===== src/sv/cscc_pkg.sv =====
// constants, coefficient table and decode functions for the colour sensor conversion
package cscc_pkg;

  localparam int RAW_W           = 32;
  localparam int CHROMA_W        = 16;
  localparam int LUX_W           = 36;
  localparam int N_CH            = 4;
  localparam int N_TERMS         = 16;
  localparam int TERM_IDX_W      = 4;
  localparam int CNT_W           = $clog2(N_TERMS + 1);

  localparam int COEF_FRAC_BITS  = 32;
  localparam int RATIO_FRAC_BITS = 16;
  localparam int TABLE_FRAC_BITS = 40;
  localparam int TABLE_W         = 40;

  localparam int MANT_W          = 20;
  localparam int EXP_W           = 4;
  localparam int SCNT_W          = 4;
  localparam int LIN_W           = MANT_W + (1 << EXP_W) - 1;
  localparam int COEF_W          = COEF_FRAC_BITS - 7;
  localparam int PROD_W          = LIN_W + COEF_W;
  localparam int ACC_W           = PROD_W + 3;
  localparam int SUM_W           = ACC_W + 2;
  localparam int STEP_W          = $clog2(RATIO_FRAC_BITS + 1);
  localparam int QX_W            = (RATIO_FRAC_BITS > CHROMA_W) ? RATIO_FRAC_BITS : CHROMA_W;
  localparam int LUX_SH          = COEF_FRAC_BITS - 8;
  localparam int LUX_TW          = ACC_W + 1;
  localparam int COEF_SH         = TABLE_FRAC_BITS - COEF_FRAC_BITS;
  localparam int COEF_RND        = (COEF_SH > 0) ? COEF_SH - 1 : 0;

  localparam logic [LUX_W-1:0]    LUX_MAX    = '1;
  localparam logic [CHROMA_W-1:0] CHROMA_MAX = '1;

  // magnitudes at 40 fraction bits, entry = channel * 4 + column (X, Y, Z, lux)
  localparam logic [TABLE_W-1:0] COEF_MAG40 [N_TERMS] = '{
    40'd258267576, 40'd20852501,  40'd13283385,  40'd0,
    40'd44801519,  40'd218756857, 40'd17465535,  40'd2363950000,
    40'd102102783, 40'd18663061,  40'd741094499, 40'd0,
    40'd0,         40'd0,         40'd0,         40'd0
  };

  // sign of each entry, set means negative
  localparam logic [N_TERMS-1:0] COEF_NEG = 16'h0242;

  function automatic logic [COEF_W-1:0] coef_mag(input logic [TERM_IDX_W-1:0] idx);
    logic [TABLE_W:0] r;
    if (COEF_SH > 0) begin
      r = ({1'b0, COEF_MAG40[idx]} + ((TABLE_W + 1)'(1) << COEF_RND)) >> COEF_SH;
    end else begin
      r = {1'b0, COEF_MAG40[idx]};
    end
    return COEF_W'(r);
  endfunction

  function automatic logic [LIN_W-1:0] decode_lin(input logic [RAW_W-1:0] w);
    logic [LIN_W-1:0] m;
    m = LIN_W'(w[27:8]);
    return m << w[31:28];
  endfunction

endpackage


===== src/sv/cscc_ifs.sv =====
// input and result channel interfaces of the colour sensor conversion
interface cscc_in_if;
  import cscc_pkg::*;
  logic             valid;
  logic             ready;
  logic [RAW_W-1:0] raw_ch0;
  logic [RAW_W-1:0] raw_ch1;
  logic [RAW_W-1:0] raw_ch2;
  logic [RAW_W-1:0] raw_ch3;
  modport source (output valid, output raw_ch0, output raw_ch1, output raw_ch2,
                  output raw_ch3, input ready);
  modport sink   (input valid, input raw_ch0, input raw_ch1, input raw_ch2,
                  input raw_ch3, output ready);
endinterface

interface cscc_out_if;
  import cscc_pkg::*;
  logic                valid;
  logic                ready;
  logic [CHROMA_W-1:0] chroma_x;
  logic [CHROMA_W-1:0] chroma_y;
  logic [CHROMA_W-1:0] chroma_z;
  logic [LUX_W-1:0]    lux_q8;
  logic                counter_mismatch;
  logic                zero_sum;
  modport source (output valid, output chroma_x, output chroma_y, output chroma_z,
                  output lux_q8, output counter_mismatch, output zero_sum, input ready);
  modport sink   (input valid, input chroma_x, input chroma_y, input chroma_z,
                  input lux_q8, input counter_mismatch, input zero_sum, output ready);
endinterface


===== src/sv/color_sensor_cie_conversion.sv =====
// colour sensor conversion to cie chromaticity and lux, serial mac and shared divider
//
//   channel   dir   handshake          payload
//   in_chan   in    valid / ready      raw_ch0..raw_ch3, 32 bits each
//   out_chan  out   valid / ready      chroma_x/y/z, lux_q8, counter_mismatch, zero_sum
//
// after acceptance the shared multiplier takes one matrix term a cycle, then drains;
// the shared restoring divider then works out the three ratios in turn, and last
// the result register is loaded; decode happens at acceptance
// in_ready is high only while idle; a waiting result does not block the next
// transaction until that one reaches its own result load
// synchronous active-low reset clears the sequencer, result valid and sample counter
module color_sensor_cie_conversion (
  input  logic       clk,
  input  logic       rst_n,
  cscc_in_if.sink    in_chan,
  cscc_out_if.source out_chan
);
  import cscc_pkg::*;

  typedef enum logic [1:0] {ST_IDLE, ST_MAC, ST_DIV, ST_FIN} state_t;

  state_t                      state_r, state_nxt;
  logic [CNT_W-1:0]            cnt_r, cnt_nxt;
  logic [SCNT_W-1:0]           exp_cnt_r, exp_cnt_nxt;
  logic [LIN_W-1:0]            lin_r [N_CH];
  logic [LIN_W-1:0]            lin_nxt [N_CH];
  logic                        mismatch_r, mismatch_nxt;
  logic [PROD_W-1:0]           prod_r, prod_nxt;
  logic                        pneg_r, pneg_nxt;
  logic [1:0]                  pj_r, pj_nxt;
  logic signed [ACC_W-1:0]     acc_r [4];
  logic signed [ACC_W-1:0]     acc_nxt [4];
  logic signed [SUM_W-1:0]     sum_r, sum_nxt;
  logic [1:0]                  comp_r, comp_nxt;
  logic [STEP_W-1:0]           step_r, step_nxt;
  logic [SUM_W-1:0]            rem_r, rem_nxt;
  logic [RATIO_FRAC_BITS-1:0]  q_r, q_nxt;
  logic                        szero_r, szero_nxt;
  logic                        sones_r, sones_nxt;
  logic [RATIO_FRAC_BITS-1:0]  ratio_r [3];
  logic [RATIO_FRAC_BITS-1:0]  ratio_nxt [3];

  logic                        out_valid_r, out_valid_nxt;
  logic [CHROMA_W-1:0]         chroma_r [3];
  logic [CHROMA_W-1:0]         chroma_nxt [3];
  logic [LUX_W-1:0]            lux_r, lux_nxt;
  logic                        omis_r, omis_nxt;
  logic                        ozero_r, ozero_nxt;

  logic [RAW_W-1:0]            raw [N_CH];
  logic [SCNT_W-1:0]           exp_step;
  logic signed [ACC_W-1:0]     term;
  logic [ACC_W-1:0]            term_u;
  logic signed [SUM_W-1:0]     v;
  logic [SUM_W-1:0]            sh;
  logic [SUM_W-1:0]            sum_u;
  logic                        ge;
  logic [RATIO_FRAC_BITS-1:0]  qn;
  logic [RATIO_FRAC_BITS-1:0]  res;
  logic [LUX_TW-1:0]           lux_t;
  logic [LUX_TW-1:0]           lux_s;
  logic [QX_W-1:0]             qx;
  logic                        zsum;
  logic                        in_acc;

  assign raw[0]   = in_chan.raw_ch0;
  assign raw[1]   = in_chan.raw_ch1;
  assign raw[2]   = in_chan.raw_ch2;
  assign raw[3]   = in_chan.raw_ch3;
  assign exp_step = exp_cnt_r + SCNT_W'(1);
  assign in_acc   = in_chan.valid && (state_r == ST_IDLE);
  assign sum_u    = unsigned'(sum_r);

  assign term_u = ACC_W'(prod_r);
  assign term   = pneg_r ? signed'(ACC_W'(~term_u + ACC_W'(1))) : signed'(term_u);

  always_comb begin
    case (comp_r)
      2'd0:    v = SUM_W'(acc_r[0]);
      2'd1:    v = SUM_W'(acc_r[1]);
      default: v = SUM_W'(acc_r[2]);
    endcase
  end

  assign sh  = {rem_r[SUM_W-2:0], 1'b0};
  assign ge  = (sh >= sum_u);
  assign qn  = {q_r[RATIO_FRAC_BITS-2:0], ge};
  assign res = szero_r ? '0 : (sones_r ? '1 : qn);

  assign zsum  = (sum_r <= 0);
  assign lux_t = LUX_TW'(unsigned'(acc_r[3])) + (LUX_TW'(1) << (LUX_SH - 1));
  assign lux_s = lux_t >> LUX_SH;

  always_comb begin
    state_nxt     = state_r;
    cnt_nxt       = cnt_r;
    exp_cnt_nxt   = exp_cnt_r;
    lin_nxt       = lin_r;
    mismatch_nxt  = mismatch_r;
    prod_nxt      = prod_r;
    pneg_nxt      = pneg_r;
    pj_nxt        = pj_r;
    acc_nxt       = acc_r;
    sum_nxt       = sum_r;
    comp_nxt      = comp_r;
    step_nxt      = step_r;
    rem_nxt       = rem_r;
    q_nxt         = q_r;
    szero_nxt     = szero_r;
    sones_nxt     = sones_r;
    ratio_nxt     = ratio_r;
    out_valid_nxt = out_valid_r;
    chroma_nxt    = chroma_r;
    lux_nxt       = lux_r;
    omis_nxt      = omis_r;
    ozero_nxt     = ozero_r;
    qx            = '0;

    if (out_valid_r && out_chan.ready) begin
      out_valid_nxt = 1'b0;
    end

    case (state_r)
      ST_IDLE: begin
        if (in_acc) begin
          exp_cnt_nxt  = exp_step;
          mismatch_nxt = 1'b0;
          for (int i = 0; i < N_CH; i++) begin
            lin_nxt[i] = decode_lin(raw[i]);
            if (raw[i][7:4] != exp_step) begin
              mismatch_nxt = 1'b1;
            end
          end
          for (int j = 0; j < 4; j++) begin
            acc_nxt[j] = '0;
          end
          sum_nxt   = '0;
          cnt_nxt   = '0;
          state_nxt = ST_MAC;
        end
      end
      ST_MAC: begin
        if (cnt_r < CNT_W'(N_TERMS)) begin
          prod_nxt = {{COEF_W{1'b0}}, lin_r[cnt_r[3:2]]}
                   * {{LIN_W{1'b0}}, coef_mag(cnt_r[TERM_IDX_W-1:0])};
          pneg_nxt = COEF_NEG[cnt_r[TERM_IDX_W-1:0]];
          pj_nxt   = cnt_r[1:0];
        end
        if (cnt_r != '0) begin
          for (int j = 0; j < 4; j++) begin
            if (pj_r == 2'(j)) begin
              acc_nxt[j] = acc_r[j] + term;
            end
          end
          if (pj_r != 2'd3) begin
            sum_nxt = sum_r + SUM_W'(term);
          end
        end
        cnt_nxt = cnt_r + CNT_W'(1);
        if (cnt_r == CNT_W'(N_TERMS)) begin
          comp_nxt  = '0;
          step_nxt  = '0;
          state_nxt = ST_DIV;
        end
      end
      ST_DIV: begin
        if (step_r == '0) begin
          rem_nxt   = unsigned'(v);
          q_nxt     = '0;
          szero_nxt = (v <= 0);
          sones_nxt = (v >= sum_r);
          step_nxt  = STEP_W'(1);
        end else begin
          rem_nxt = ge ? (sh - sum_u) : sh;
          q_nxt   = qn;
          if (step_r == STEP_W'(RATIO_FRAC_BITS)) begin
            for (int i = 0; i < 3; i++) begin
              if (comp_r == 2'(i)) begin
                ratio_nxt[i] = res;
              end
            end
            step_nxt = '0;
            if (comp_r == 2'd2) begin
              state_nxt = ST_FIN;
            end else begin
              comp_nxt = comp_r + 2'd1;
            end
          end else begin
            step_nxt = step_r + STEP_W'(1);
          end
        end
      end
      ST_FIN: begin
        if (!out_valid_r || out_chan.ready) begin
          for (int i = 0; i < 3; i++) begin
            qx = QX_W'(ratio_r[i]);
            if (zsum) begin
              chroma_nxt[i] = '0;
            end else if (qx > QX_W'(CHROMA_MAX)) begin
              chroma_nxt[i] = CHROMA_MAX;
            end else begin
              chroma_nxt[i] = qx[CHROMA_W-1:0];
            end
          end
          if (acc_r[3] < 0) begin
            lux_nxt = '0;
          end else if (lux_s > LUX_TW'(LUX_MAX)) begin
            lux_nxt = LUX_MAX;
          end else begin
            lux_nxt = lux_s[LUX_W-1:0];
          end
          omis_nxt      = mismatch_r;
          ozero_nxt     = zsum;
          out_valid_nxt = 1'b1;
          state_nxt     = ST_IDLE;
        end
      end
      default: begin
        state_nxt = ST_IDLE;
      end
    endcase
  end

  always_ff @(posedge clk) begin
    if (!rst_n) begin
      state_r     <= ST_IDLE;
      out_valid_r <= 1'b0;
      exp_cnt_r   <= '0;
    end else begin
      state_r     <= state_nxt;
      out_valid_r <= out_valid_nxt;
      exp_cnt_r   <= exp_cnt_nxt;
    end
    cnt_r      <= cnt_nxt;
    lin_r      <= lin_nxt;
    mismatch_r <= mismatch_nxt;
    prod_r     <= prod_nxt;
    pneg_r     <= pneg_nxt;
    pj_r       <= pj_nxt;
    acc_r      <= acc_nxt;
    sum_r      <= sum_nxt;
    comp_r     <= comp_nxt;
    step_r     <= step_nxt;
    rem_r      <= rem_nxt;
    q_r        <= q_nxt;
    szero_r    <= szero_nxt;
    sones_r    <= sones_nxt;
    ratio_r    <= ratio_nxt;
    chroma_r   <= chroma_nxt;
    lux_r      <= lux_nxt;
    omis_r     <= omis_nxt;
    ozero_r    <= ozero_nxt;
  end

  assign in_chan.ready             = (state_r == ST_IDLE);
  assign out_chan.valid            = out_valid_r;
  assign out_chan.chroma_x         = chroma_r[0];
  assign out_chan.chroma_y         = chroma_r[1];
  assign out_chan.chroma_z         = chroma_r[2];
  assign out_chan.lux_q8           = lux_r;
  assign out_chan.counter_mismatch = omis_r;
  assign out_chan.zero_sum         = ozero_r;

endmodule


===== src/flat_wrapper.sv =====
// flat-port wrapper written by rule: the top's interface ports become plain ports
module color_sensor_cie_conversion_flat import cscc_pkg::*;
  (clk, rst_n, in_chan_valid, in_chan_raw_ch0, in_chan_raw_ch1, in_chan_raw_ch2, in_chan_raw_ch3, in_chan_ready, out_chan_valid, out_chan_chroma_x, out_chan_chroma_y, out_chan_chroma_z, out_chan_lux_q8, out_chan_counter_mismatch, out_chan_zero_sum, out_chan_ready);
  cscc_in_if in_chan_i ();
  cscc_out_if out_chan_i ();
  input  logic clk;
  input  logic rst_n;
  input wire logic [$bits(in_chan_i.valid)-1:0] in_chan_valid;
  input wire logic [$bits(in_chan_i.raw_ch0)-1:0] in_chan_raw_ch0;
  input wire logic [$bits(in_chan_i.raw_ch1)-1:0] in_chan_raw_ch1;
  input wire logic [$bits(in_chan_i.raw_ch2)-1:0] in_chan_raw_ch2;
  input wire logic [$bits(in_chan_i.raw_ch3)-1:0] in_chan_raw_ch3;
  output wire logic [$bits(in_chan_i.ready)-1:0] in_chan_ready;
  output wire logic [$bits(out_chan_i.valid)-1:0] out_chan_valid;
  output wire logic [$bits(out_chan_i.chroma_x)-1:0] out_chan_chroma_x;
  output wire logic [$bits(out_chan_i.chroma_y)-1:0] out_chan_chroma_y;
  output wire logic [$bits(out_chan_i.chroma_z)-1:0] out_chan_chroma_z;
  output wire logic [$bits(out_chan_i.lux_q8)-1:0] out_chan_lux_q8;
  output wire logic [$bits(out_chan_i.counter_mismatch)-1:0] out_chan_counter_mismatch;
  output wire logic [$bits(out_chan_i.zero_sum)-1:0] out_chan_zero_sum;
  input wire logic [$bits(out_chan_i.ready)-1:0] out_chan_ready;
  assign in_chan_i.valid = in_chan_valid;
  assign in_chan_i.raw_ch0 = in_chan_raw_ch0;
  assign in_chan_i.raw_ch1 = in_chan_raw_ch1;
  assign in_chan_i.raw_ch2 = in_chan_raw_ch2;
  assign in_chan_i.raw_ch3 = in_chan_raw_ch3;
  assign in_chan_ready = in_chan_i.ready;
  assign out_chan_valid = out_chan_i.valid;
  assign out_chan_chroma_x = out_chan_i.chroma_x;
  assign out_chan_chroma_y = out_chan_i.chroma_y;
  assign out_chan_chroma_z = out_chan_i.chroma_z;
  assign out_chan_lux_q8 = out_chan_i.lux_q8;
  assign out_chan_counter_mismatch = out_chan_i.counter_mismatch;
  assign out_chan_zero_sum = out_chan_i.zero_sum;
  assign out_chan_i.ready = out_chan_ready;
  color_sensor_cie_conversion u_core (.clk(clk), .rst_n(rst_n), .in_chan(in_chan_i), .out_chan(out_chan_i));
endmodule

===== config.mk =====
export PLATFORM = sky130hd
export DESIGN_NAME = color_sensor_cie_conversion_flat
export DESIGN_NICKNAME = d
export VERILOG_FILES = /design/src/sv/cscc_pkg.sv /design/src/sv/cscc_ifs.sv /design/src/sv/color_sensor_cie_conversion.sv /design/src/flat_wrapper.sv
export SDC_FILE = /design/constraint.sdc
export NUM_CORES = 2
export LEC_CHECK = 0
export BUFFER_PORTS_ARGS = -buffer_cell sky130_fd_sc_hd__buf_2
export CAP_MARGIN = 20
export CORE_MARGIN = 3
export CORE_UTILIZATION = 50
export DETAILED_ROUTE_END_ITERATION = 12
export PLACE_DENSITY = 0.72
export SKIP_LAST_GASP = 1
export SYNTH_ARGS = -nofsm -noshare
export SYNTH_HDL_FRONTEND = slang
export SYNTH_SLANG_ARGS = --single-unit

===== constraint.sdc =====
create_clock -name clk -period 9.78 [get_ports clk]
set_input_delay 2.934 -clock clk [delete_from_list [all_inputs] [get_ports clk]]
set_output_delay 2.934 -clock clk [all_outputs]
set_load 0.02 [all_outputs]

; ---- After elaboration in Yosys (flattened, before gate mapping)
; Memories as Yosys holds them, arrays and structs flattened. A register that Yosys moved wholly into a read port is not among the register bits.
; Cells that the tools add are included.
[word_totals]
rom_bits = 656
memories = 2
reg_bits = 754
out_inout_bits = 88
[classes]
shifts = 4
n_mul = 1
n_lt_le_gt_ge = 12
muxes = 50
n_bitwise = 4
add_sub_neg = 13
reduce_logical = 28
eq_ne = 28
[memory_table]
columns = memory, words, word_bits, read_ports, rd_ports_with_merged_regs, wr, line
row1 = (name not given), 16, 40, 1, 0, 0, cscc_pkg.sv:49  ; r = ({1'b0, COEF_MAG40[idx]} + ((TABLE_W + 1)'(1) << COEF_RND)) >> COEF_SH;
row2 = (name not given), 16, 1, 1, 1, 0, color_sensor_cie_conversion.sv:147  ; pneg_nxt = COEF_NEG[cnt_r[TERM_IDX_W-1:0]];
[ops]
columns = op, n
row1 = 252-bit 2-to-1 mux, 2
row2 = 252-bit one-hot mux with 2 select lines, 1
row3 = 63-bit 2-to-1 mux, 5
row4 = 65-bit one-hot mux with 2 select lines, 2
row5 = 63-bit adder, 4
row6 = 65-bit 2-to-1 mux, 3
row7 = 20-bit by 4-bit left shift with 35-bit output, 4
row8 = 65-bit >= comparator, 2
row9 = "65-bit by 1-bit less-or-equal comparator with 1-bit output, second input constant", 2
row10 = 64-bit 2-to-1 mux, 2
row11 = 16-bit 2-to-1 mux, 5
row12 = 35-bit binary-select mux with 2-bit select, 1
row13 = 35-bit 2-to-1 mux, 2
row14 = 33-bit 2-to-1 mux, 2
row15 = 65-bit by 63-bit adder with 65-bit output, 1
row16 = "63-bit by 24-bit adder with 64-bit output, second input constant", 1
row17 = 64-bit subtractor, 1
row18 = "63-bit by 1-bit adder with 63-bit output, second input constant", 1
row19 = "63-bit by 1-bit less-than comparator with 1-bit output, second input constant", 1
row20 = 60-bit NOT with 63-bit output, 1
row21 = 35-bit by 25-bit multiplier with 60-bit output, 1
row22 = 25-bit 2-to-1 mux, 2
row23 = "16-bit > comparator, second input constant", 3
row24 = "40-bit by 36-bit > comparator with 1-bit output, second input constant", 1
row25 = other kinds (35), 90

; ---- Longest topological paths before layout
[logic_depth]
word_depth = 8
mapped_depth = 39

; ---- Worst setup path after synthesis
; OpenSTA, ideal clock, no wires.
[synth_path]
kind = flip-flop to flip-flop
start = register u_core.cnt_r[0]
end = register u_core.prod_r[55], data pin
slack_ps = -282
stages_incl_launch_ff = 36
arrival_time_ps = 9794
n_path_buf = 1
required_time_ps = 9511
setup_time_ps = 269
path_cell_list = edfxtp_1 -> inv_1 -> ha_1 -> a211o_1 -> inv_1 -> ha_1 -> nand3_1 -> a2111oi_0 -> o21ai_1 -> a211oi_1 -> xnor2_1 -> clkbuf_1 -> nor2_1 -> fa_1 -> fa_1 -> inv_1 -> fa_1 -> fa_1 -> inv_1 -> fa_1 -> fa_1 -> inv_1 -> fa_1 -> inv_1 -> ha_1 -> a21o_1 -> o21bai_1 -> a221o_1 -> a221o_1 -> a31oi_1 -> o21ai_1 -> a2111oi_0 -> nor2_1 -> a21oi_1 -> o31ai_1 -> xor2_1
[synth_via]
elab_chain_cells = 8
[synth_rtl]
columns = item, line
row1 = from (decl), color_sensor_cie_conversion.sv:24  ; logic [CNT_W-1:0] cnt_r, cnt_nxt;
row2 = from (signal assigned), color_sensor_cie_conversion.sv:235  ; cnt_r <= cnt_nxt;
row3 = 4-bit NOT with 5-bit output (not written as such), cscc_pkg.sv:49
row4 = memory 16 x 40 bit, -
row5 = 33-bit 2-to-1 mux (not written as such) (2 in a row), cscc_pkg.sv:49
row6 = 33-bit by 8-bit adder with 33-bit output, cscc_pkg.sv:49
row7 = 25-bit 2-to-1 mux, color_sensor_cie_conversion.sv:144  ; if (cnt_r < CNT_W'(N_TERMS)) begin
row8 = 25-bit 2-to-1 mux, color_sensor_cie_conversion.sv:124  ; case (state_r)
row9 = 35-bit by 25-bit multiplier with 60-bit output, color_sensor_cie_conversion.sv:146  ; * {{LIN_W{1'b0}}, coef_mag(cnt_r[TERM_IDX_W-1:0])};
row10 = to (signal assigned), color_sensor_cie_conversion.sv:238  ; prod_r <= prod_nxt;
row11 = to (decl), color_sensor_cie_conversion.sv:29  ; logic [PROD_W-1:0] prod_r, prod_nxt;
; No other way between the ends. The select of a mux whose other input is x is not followed.
; A chain may end at the register's enable or synchronous reset.

; ---- Worst setup path in the final report
[layout_path]
start = register u_core.cnt_r[1]
end = register u_core.prod_r[55], data pin
; Same word-level chain as after synthesis.

==> results.json <==
{
  "cts-buffers-inserted": 89,
  "cp.required_ns": 10.24,
  "synth_common_cells": "1040 x nor2_1, 1028 x inv_1, 916 x nand2_1",
  "multi_input_area_mm2": 0.05658,
  "arrival_ns": 9.97,
  "syn_area_mm2": 0.08403,
  "die_w_um": 416.0,
  "num_vias": 70560,
  "crit_slowest_cell": "fa_1",
  "fin_nets": 11170,
  "synthFlopType": "edfxtp_1",
  "rsz0062_at_grt": "true",
  "drtIter0Drc": 5880,
  "cts_root_buffer": "clkbuf_16",
  "wire_per_inst_um": 22.01,
  "final_antenna_net_count": 0,
  "hold_violations": 0,
  "drv_cap": 0,
  "rr_startpoint": "u_core.cnt_r[1]",
  "io_buffers": 203,
  "synth_enable_flop_cells": 748,
  "viasPerCell": 5.921,
  "final_cells": 11920,
  "cp-startpoint": "u_core.cnt_r[1]",
  "synth_top_area_cell": "edfxtp_1",
  "first_pass_iters": 6,
  "grt_max_degree": 151,
  "clkTransAtPathRegs_ns": 0.06,
  "ys.warnings.count": 0,
  "ys_ff_latch": 755,
  "synthMostInstantiatedCell": "nor2_1",
  "rr_worst_depth": 36,
  "hpwl_um": 212100,
  "nFillCells": 14640,
  "min_from": "u_core.mismatch_r",
  "r2r-end": "u_core.prod_r[55]",
  "synthArstFlopShare_pct": 0,
  "route.detailed.drc": 0,
  "grtUsageTotal_pct": 29.82,
  "cts_max_path_buffers": 3,
  "clk_latency_ns": 0.76,
  "final_max_slew_viol_count": 0,
  "synth_cells": 9382,
  "synth_top_area_share_pct": 26.73,
  "slew_headroom_pct": 8.538,
  "synth_seq_area_share_pct": 26.90,
  "path_max_fanout": 4,
  "max_freq_ghz": 0.1052,
  "setup_tns_ns": 0,
  "fin_skew_ns": 0.08226,
  "core_mm2": 0.1659,
  "avgSynthCellArea_um2": 8.957,
  "yosysUniqueCellTypes": 85,
  "worstSetupEndpoint": "u_core.prod_r[55]",
  "fin_crit_ns": 9.505,
  "r2r_slack_ns": 0.27,
  "antenna_found_initial": 2,
  "cts_sinks": 755,
  "num_antenna_cells": 0,
  "wirelength_um": 262300,
  "crit_type": "reg2reg",
  "io_pins": 220,
  "grt_pass1_wl_um": 402800,
  "finalSetupViolations": 0,
  "cts_tree": "built",
  "regArea_mm2": 0.02260,
  "finalWeightedCongestion": 0.9928,
  "die_h_um": 416.0,
  "cpPeakStageDelay_ns": 0.60,
  "dieArea_mm2": 0.1730,
  "rows": 149,
  "overflow": 0,
  "cp-end-kind": "flip-flop",
  "layout-drive-gt1-share_pct": 9.755,
  "startpoint_type": "flip-flop",
  "cpMostUsedCell": "fa_1",
  "area_growth_pct": 10.67,
  "min_period_over_period_pct": 97.19,
  "hold_class": "reg2reg",
  "synth.area.top_cells": "edfxtp_1 27%, fa_1 17%, ha_1 10%",
  "cts-htree-levels": 3,
  "initial_core_util_pct": 50.65,
  "dp.cells": 11740,
  "tightest_slew_ns": 1.359,
  "grt_pass1_vias": 71090,
  "outcome": "finished, final reports clean"
}
-- placed cells by master (no fill, tap or decap), types with 203 or more instances in the layout --
| cell | n |
|---|---|
| edfxtp_1 | 748 |
| a21oi_1 | 676 |
| buf_4 | 374 |
| xnor2_1 | 275 |
| ha_1 | 671 |
| nand2_1 | 916 |
| xor2_1 | 205 |
| a21o_1 | 303 |
| nor2_1 | 1026 |
| inv_1 | 1023 |
| o21ai_0 | 351 |
| fa_1 | 695 |
| buf_2 | 203 |
-- metrics by stage --
stage	utilization (%)	instance area [µm²]	setup slack, ns	hold WS, ns
final	56.05	93000	0.2750	0.4417
after global routing	56.05	93000	-0.05736	0.4583
after CTS	55.77	92540	0.005845	0.4568
after detailed placement	53.91	89440	-0.4570	0.4350
after global placement	53.89	89410	-0.4046	0.4536
after floorplan	-	84180	0.03419	0.4003
-- sequential cells by signal (all words and copies together), names as in the netlist, 4 cells and up --
register / count
u_core.out_chan.lux_q8: 36
u_core.ratio_r: 48
u_core.rem_r: 64
u_core.out_chan.chroma_x: 16
u_core.q_r: 15
u_core.out_chan.chroma_z: 16
u_core.sum_r: 65
u_core.exp_cnt_r: 4
u_core.out_chan.chroma_y: 16
u_core.prod_r: 60
u_core.cnt_r: 5
u_core.lin_r: 140
u_core.step_r: 5
u_core.acc_r: 252
-- how the worst min path moves through the flow --
stage / endpoint / slack [ns] / cells after the start
2_1_floorplan: u_core.out_chan.counter_mismatch / 0.40 / 0
6_report: u_core.out_chan.counter_mismatch / 0.44 / 0
5_1_grt: u_core.out_chan.counter_mismatch / 0.46 / 0
3_5_place_dp: u_core.out_chan.counter_mismatch / 0.43 / 0
3_3_place_gp: u_core.out_chan.counter_mismatch / 0.45 / 0
4_1_cts: u_core.out_chan.counter_mismatch / 0.46 / 0
-- per-layer routing --
metal,global-route usage [%],vias up,wire length [µm]
met4,17.93,0,18670
met3,4.176,697,17900
met5,0,-,0
met2,50.35,2786,124200
met1,36.26,34260,101600
li1,-,32810,-
-- worst max-delay path: cells and delay by family, from the launching register on --
family	cells	cell delay (ns)
compound gates	12	3.24
xor+xnor	2	0.22
simple gates	3	0.26
fa+ha+maj	10	4.20
buf+inv	9	0.88
flops	1	0.41
-- kinds of logic (layout without fill, tap and decap cells) --
group                      Yosys count  after routing  share of synthesized area, %
DFF                                755            755                         26.90
adders and majority gates         1378           1378                         26.74
and+or+nand+nor                   2905           2905                         15.61
xor gates and xnor gates           487            488                         5.076
AOI/OAI and AO/OA                 2151           2151                         16.07
buffers and inverters             1483           1795                         6.626
other                                2             35                      0.008937
muxes                              221            221                         2.967
-- what timing repair did --
action                     4_1_cts  5_1_grt
hold buffers                     0        0
cloned                           0        1
pin swaps                        1       50
gates resized for setup          8       71
setup buffers                    1       12
setup endpoints to repair       12       17
-- layout make-up --
type,instances,share of cell area [%]
flip-flops and latches,755,24.30
repair buffers,596,4.456
clock buffers,104,2.487
inverters,1037,4.199
clock inverters,58,0.7749
multi-input cells,7178,60.84
well taps,2189,2.945
Power is left out: the tool's default activity adds up to more than one toggle a clock period on the data nets, which glitch-free logic cannot reach.
